<file path="src/rtl/spi_pkg.sv">
package spi_pkg;

    // Default geometry of the datapath
    localparam int COORD_BITS_DEF = 16;
    localparam int FRAC_BITS_DEF  = 16;

    // Fixed port widths
    localparam int IN_BITS  = 16;
    localparam int OUT_BITS = 32;
    localparam int CNT_BITS = 2;

    // Control that travels with each transaction down the pipeline
    typedef struct packed {
        logic                is_cross; // result is a line crossing
        logic [CNT_BITS-1:0] count;    // number of common points
        logic                neg_x;    // x direction of segment a is negative
        logic                neg_y;    // y direction of segment a is negative
    } t_ctl;

endpackage

</file>
<file path="src/rtl/spi_out.sv">
module spi_out #(
    parameter int CB = spi_pkg::COORD_BITS_DEF,
    parameter int FB = spi_pkg::FRAC_BITS_DEF
) (
    input  logic                          i_clk,
    input  logic                          i_rst_n,
    input  logic                          i_stall,
    input  logic                          i_valid,
    input  spi_pkg::t_ctl                 i_ctl,
    input  logic signed [CB-1:0]          i_p0x,
    input  logic signed [CB-1:0]          i_p0y,
    input  logic signed [CB-1:0]          i_p1x,
    input  logic signed [CB-1:0]          i_p1y,
    input  logic [CB+FB:0]                i_qx,
    input  logic [CB+FB:0]                i_qy,
    input  logic                          i_remnz_x,
    input  logic                          i_remnz_y,
    output logic                          o_en,
    output logic                          o_valid,
    output logic [spi_pkg::CNT_BITS-1:0]  o_point_count,
    output logic [spi_pkg::OUT_BITS-1:0]  o_first_x,
    output logic [spi_pkg::OUT_BITS-1:0]  o_first_y,
    output logic [spi_pkg::OUT_BITS-1:0]  o_second_x,
    output logic [spi_pkg::OUT_BITS-1:0]  o_second_y
);

    localparam int QW = CB + FB + 1;
    localparam int OW = spi_pkg::OUT_BITS;
    localparam int FW = OW + CB + FB;

    // the whole pipeline moves unless a held result blocks the output
    assign o_en = !o_valid || !i_stall;

    // ---------------- rounding stage: half the extended quotient ----------------
    logic [QW:0] n_kpx, n_kpy;

    // towards plus infinity on a tie: up for a positive step, down only on a
    // strict excess for a negative one
    assign n_kpx = {1'b0, i_qx} +
                   (QW+1)'(i_ctl.neg_x ? (i_remnz_x & i_qx[0]) : 1'b1);
    assign n_kpy = {1'b0, i_qy} +
                   (QW+1)'(i_ctl.neg_y ? (i_remnz_y & i_qy[0]) : 1'b1);

    logic                 r_a_valid;
    spi_pkg::t_ctl        r_a_ctl;
    logic signed [CB-1:0] r_a_p0x, r_a_p0y, r_a_p1x, r_a_p1y;
    logic [QW-1:0]        r_a_magx, r_a_magy;

    always_ff @(posedge i_clk) begin
        if (!i_rst_n) begin
            r_a_valid <= 1'b0;
        end else if (o_en) begin
            r_a_valid <= i_valid;
        end
    end

    always_ff @(posedge i_clk) begin
        if (o_en) begin
            r_a_ctl  <= i_ctl;
            r_a_p0x  <= i_p0x;
            r_a_p0y  <= i_p0y;
            r_a_p1x  <= i_p1x;
            r_a_p1y  <= i_p1y;
            r_a_magx <= n_kpx[QW:1];
            r_a_magy <= n_kpy[QW:1];
        end
    end

    // ---------------- output register: fixed-point assembly ----------------
    logic [FW-1:0] n_b0x, n_b0y, n_b1x, n_b1y, n_cx, n_cy;
    logic [OW-1:0] n_fx, n_fy, n_sx, n_sy;

    assign n_b0x = FW'(r_a_p0x) << FB;
    assign n_b0y = FW'(r_a_p0y) << FB;
    assign n_b1x = FW'(r_a_p1x) << FB;
    assign n_b1y = FW'(r_a_p1y) << FB;
    assign n_cx  = r_a_ctl.neg_x ? (n_b0x - FW'(r_a_magx)) : (n_b0x + FW'(r_a_magx));
    assign n_cy  = r_a_ctl.neg_y ? (n_b0y - FW'(r_a_magy)) : (n_b0y + FW'(r_a_magy));

    always_comb begin
        n_fx = '0;
        n_fy = '0;
        n_sx = '0;
        n_sy = '0;
        if (r_a_ctl.count != 2'd0) begin
            n_fx = r_a_ctl.is_cross ? n_cx[OW-1:0] : n_b0x[OW-1:0];
            n_fy = r_a_ctl.is_cross ? n_cy[OW-1:0] : n_b0y[OW-1:0];
        end
        if (r_a_ctl.count == 2'd2) begin
            n_sx = n_b1x[OW-1:0];
            n_sy = n_b1y[OW-1:0];
        end
    end

    always_ff @(posedge i_clk) begin
        if (!i_rst_n) begin
            o_valid <= 1'b0;
        end else if (o_en) begin
            o_valid <= r_a_valid;
        end
    end

    always_ff @(posedge i_clk) begin
        if (o_en) begin
            o_point_count <= r_a_ctl.count;
            o_first_x     <= n_fx;
            o_first_y     <= n_fy;
            o_second_x    <= n_sx;
            o_second_y    <= n_sy;
        end
    end

endmodule

</file>
<file path="config.mk">
export PLATFORM = sky130hd
export DESIGN_NAME = spi_out
export DESIGN_NICKNAME = d
export VERILOG_FILES = /design/src/rtl/spi_pkg.sv /design/src/rtl/spi_out.sv
export SDC_FILE = /design/constraint.sdc
export NUM_CORES = 1
export LEC_CHECK = 0
export BUFFER_PORTS_ARGS = -buffer_cell sky130_fd_sc_hd__buf_2
export CORE_MARGIN = 2
export CORE_UTILIZATION = 50
export DETAILED_ROUTE_END_ITERATION = 8
export GPL_TIMING_DRIVEN = 0
export PLACE_DENSITY = 0.84
export SETUP_SLACK_MARGIN = 0.02
export SYNTH_ARGS = -nofsm -noshare
export SYNTH_HDL_FRONTEND = slang
export SYNTH_SLANG_ARGS = --single-unit
</file>
<file path="constraint.sdc">
create_clock -name i_clk -period 7.5 [get_ports i_clk]
set_clock_uncertainty 0.1 [all_clocks]
set_input_delay 1.5 -clock i_clk [delete_from_list [all_inputs] [get_ports i_clk]]
set_output_delay 1.5 -clock i_clk [all_outputs]
set_load 0.01 [all_outputs]
</file>
Word level (Yosys, flattened, before mapping)
Index checks and enable logic that the tools add are counted.
- latch bits: 0
- memories: 0
- bits in read-only memories: 0
- bits in registers: 265
- bits in writable memories: 0
- input bits: 141
- word-level logic and storage cells: 41
- reduce and logical (&&, ||, !) cells: 5
- div/mod/pow operators: 0
- bitwise operators: 2
- multiply operators: 0
- $lt $le $gt $ge: 0
- shifts and indexed selects: 0
- add/subtract/negate cells: 6
- multiplexer cells: 6
- eq/ne operators: 1
- operator list (operator ; number):
    $mux 32 ; 4
    $add 33x1->33 ; 2
    $add 32x32->32 ; 2
    $sub 32x32->32 ; 2
    $and 1x1->1 ; 2
    $eq 2x2->1 const B ; 1
    $logic_not 1->1 ; 2
    $mux 1 ; 2
    $reduce_and 2->1 ; 1
    $reduce_bool 2->1 ; 1
    $logic_or 1x1->1 ; 1

Depth between registers and ports, before layout
- depth in word-level cells: 3
- mapped depth: 11
- depth with buffers taken out: 11

Least setup slack after synthesis
Ideal clock, no wire load.
- path type: input to output
- from: input i_stall
- to: output o_en
- arrival: 6414 ps
- buffers on the path: 0
- setup slack: -514 ps
- stages on the path: 1
- path through: nand2_1
- word-level cells in the longest chain between the ends: 2
- ends and longest elaborated chain (what ; RTL line ; RTL):
    start, declared ; spi_out.sv:7 ; input logic i_stall,
    $logic_not 1->1 ; spi_out.sv:32 ; assign o_en = !o_valid || !i_stall;
    $logic_or 1x1->1 ; spi_out.sv:32 ;
    end, declared ; spi_out.sv:18 ; output logic o_en,
Every way passes these cells.

Worst setup path after layout
Ends and elaborated chain as after synthesis.

==> impl_metrics.ini <==
[place]
place_congestion = 0.908
place_hpwl_um = 24000
port_buffers = 240

[sta]
rsz0062_at_grt = false
min_period_over_period_pct = 62.7
tightest_slew_ps = 904
max_freq_mhz = 213
relSlewSlack_pct = 39.7
hold_viol = 0
setup_violations = 0
slew_viol_final = 0
fin_crit_ps = 4700
setup_tns_ps = 0

[route]
ant_nets = 0
wl_per_cell_um = 17.6
via_per_inst = 5.46
vias = 9995
wirelength_um = 32200
drcViolationCount = 0
firstDrtPassIters = 6
drtIter0Drc = 799

[setup_path]
worstPathRequired_ps = 5900
crit_top_cell = buf_2
regToRegStartpoint = r_a_p0y[2]$_DFFE_PP_
timing_worst_setup_path_type = input port to output port
crit_start = i_stall
start_kind = input port
crit_path_end_kind = output port
reg2reg_depth = 10
cp_slowest_stage_delay_ps = 620
path_cells = buf_2 > nand2_8 > buf_16 > buf_2
r2r_end = o_first_y[30]$_SDFFCE_PP0P_
cp.arrival_ps = 3100
cp-endpoint = o_en
r2r_setup_slack_ps = 3900
path_max_fanout = 118
slowest_stage = nand2_8

[synthesis]
synth_compound_area_share_pct = 11.6
synthAdderAreaFrac_pct = 6.44
synth_simple_gate_area_share_pct = 14.7
synth-seq-cells = 233
synthCells = 1172
syn-cell-area_sq_um = 13100
synth_edf_count = 231
synth_cell_types = 74
async_flop_share_pct = 0
synth_top_family_by_area = simple AND/OR/NAND/NOR gates
synth_xor_area_share_pct = 7.45
avgSynthCellArea_sq_um = 11.1
synth.mux.area_fraction_pct = 1.31
ys.flop_type = edfxtp_1
yosysSeqAreaShare_pct = 53.4
yosys_warnings = 0

[run_status]
status = complete, no violations

[clock_tree]
clock_path_buffers = 3
clkTransAtPathRegs_ps = 50
post_cts_buffers = 0
cts_root_buffer = clkbuf_16
cts_resized = 0
htreeDepth = 1
cts.sinks = 233
cts_tree = done
hold_buffers = 0
insertion_delay_ps = 530
cts_made_buffers = 26

[finish]
drive_gt1_share_pct = 22.5
layout.nets = 1679
synthToLayoutAreaGrowth_pct = 20.5
fillCellCount = 2100
fin_util_pct = 60.9

[job]
max_cap_viol_count = 0

[die]
die_h_um = 166
die_w_um = 166
io_pins = 273
rows = 59
die-area_sq_um = 27400
initial_core_util_pct = 50.5
core-area_sq_um = 25800

[global_route]
antenna_found_initial = 2
grt_pass1_vias = 9588
grt_usage_pct = 22.8
grt_first_pass_wirelength_um = 49000
gr-total-overflow = 0
grt_max_degree = 119

[pwr]
max-vdd-ir-drop_v = 0.000137
leakage_nw = 6.85
powerDensity_nw_per_um2 = 228

[min_path]
hold_class = flip-flop to flip-flop
[cell usage after synthesis, types with 3 or more instances]
master	number	area share (%)
edfxtp_1	231	53
nor2_1	105	3.0
nand2_1	73	2.1
xnor2_1	65	4.4
ha_1	64	6.1
a21oi_1	62	2.4
inv_1	62	1.8
o21ai_0	54	2.1
xor2_1	46	3.1
nand3_1	42	1.6
and2_1	35	1.7
buf_4	33	1.9
clkbuf_1	32	0.92
nor3_1	25	0.96
o31ai_1	20	1.2
a21o_1	18	1.0
nand4_1	18	0.86
mux2i_1	16	1.2
and3_1	15	0.72
nor2b_1	13	0.62
a211oi_1	11	0.63
nand2b_1	10	0.48
or3_1	9	0.43
or4_1	8	0.46
nor4_1	7	0.34
o21bai_1	7	0.40
a31oi_1	5	0.24
o211ai_1	5	0.29
o21a_1	5	0.29
o221ai_1	5	0.34
o41ai_1	4	0.27
a21boi_0	3	0.17
a221o_1	3	0.23
buf_2	3	0.11
buf_6	3	0.26
nor4_4	3	0.49
o211a_1	3	0.23
or2_2	3	0.14
[per-layer routing]
metal	routed length, um	up-vias	global-route usage (%)
met5	0	-	0
met1	12700	4691	28.2
met4	1130	0	8.66
li1	-	4837	-
met2	16400	392	40.6
met3	1970	75	2.87
[cells by family after synthesis]
group,after synthesis
and+or+nand+nor,377
DFF,233
AOI/OAI and AO/OA,232
buffers and inverters,135
xor gates and xnor gates,111
adders and majority gates,66
muxes,17
other,1
[power breakdown]
part	switching (mW)	leakage [nW]	total [mW]	internal, mW
registers	0.0607	2.52	1.63	1.57
clock network	0.509	0.432	1.31	0.798
logic	0.384	3.90	0.651	0.267
[how the worst min path moves through the flow]
stage / cells after the start / start / end / slack, ps
after CTS: 0 / r_a_ctl[3]$_DFFE_PP_ / o_point_count[1]$_DFFE_PP_ / 410
after global routing: 0 / r_a_ctl[3]$_DFFE_PP_ / o_point_count[1]$_DFFE_PP_ / 410
after global placement: 2 / r_a_valid$_SDFFE_PN0P_ / o_valid$_SDFFE_PN0P_ / 370
after floorplan: 0 / r_a_ctl[3]$_DFFE_PP_ / o_point_count[1]$_DFFE_PP_ / 360
final: 2 / r_a_valid$_SDFFE_PN0P_ / r_a_valid$_SDFFE_PN0P_ / 410
after detailed placement: 0 / r_a_ctl[3]$_DFFE_PP_ / o_point_count[1]$_DFFE_PP_ / 390
[critical path, delay by kind of cell]
family | cells | cell delay (ps)
buf+inv | 3 | 850
simple gates | 1 | 620
[stage by stage]
| step | setup slack (ps) | hold slack, ps | instance area, sq um | instances | power, mW |
|---|---|---|---|---|---|
| after floorplan | 1640 | 357 | 13200 | 1203 | 2.06 |
| after global placement | 95.9 | 368 | 14800 | 1778 | 2.28 |
| after detailed placement | 2790 | 390 | 14800 | 1779 | 2.30 |
| after CTS | 2790 | 405 | 15700 | 1827 | 3.61 |
| after global routing | 2690 | 406 | 15700 | 1829 | 3.74 |
| final | 2800 | 409 | 15700 | 1829 | 3.59 |
[cells in the final DEF (no fill, tap or decap), types with 5 or more instances in the layout]
| master | synthesis | routed |
|---|---|---|
| a21o_1 | 18 | 18 |
| nand4_1 | 18 | 18 |
| clkinv_2 | 0 | 5 |
| ha_1 | 64 | 64 |
| and2_1 | 35 | 35 |
| nand2b_1 | 10 | 10 |
| o221ai_1 | 5 | 5 |
| a21oi_1 | 62 | 62 |
| a31oi_1 | 5 | 5 |
| clkbuf_1 | 32 | 38 |
| o21bai_1 | 7 | 7 |
| inv_1 | 62 | 62 |
| o31ai_1 | 20 | 20 |
| nor3_1 | 25 | 25 |
| nand3_1 | 42 | 42 |
| clkbuf_16 | 0 | 27 |
| buf_4 | 33 | 33 |
| mux2i_1 | 16 | 16 |
| nand2_1 | 73 | 72 |
| and3_1 | 15 | 15 |
| o21a_1 | 5 | 5 |
| conb_1 | 1 | 32 |
| xor2_1 | 46 | 46 |
| or4_1 | 8 | 8 |
| o211ai_1 | 5 | 5 |
| nor2b_1 | 13 | 13 |
| or3_1 | 9 | 9 |
| buf_2 | 3 | 243 |
| nor4_1 | 7 | 7 |
| xnor2_1 | 65 | 65 |
| edfxtp_1 | 231 | 231 |
| o21ai_0 | 54 | 54 |
| a211oi_1 | 11 | 11 |
| nor2_1 | 105 | 105 |
[layout make-up]
type / instances / area [sq um] / area share (%)
multi-input cells: 835 / 5550 / 35.3
inverters: 62 / 233 / 1.48
clock inverters: 15 / 186 / 1.19
clock buffers: 33 / 698 / 4.44
diodes: 2 / 5.00 / 0.0318
repair buffers: 241 / 1230 / 7.81
well taps: 335 / 419 / 2.67
plain buffers: 73 / 424 / 2.70
flip-flops and latches: 233 / 6980 / 44.4
[flip-flops by register name, summed over array words and instances (netlist names)]
name           count
r_a_valid          1
r_a_magy          32
o_second_y        16
r_a_p0y           16
o_point_count      2
r_a_p1y           16
o_valid            1
o_second_x        16
o_first_y         32
r_a_p1x           16
r_a_p0x           16
o_first_x         32
r_a_ctl            5
r_a_magx          32
Power figures use the tool's default switching activity.
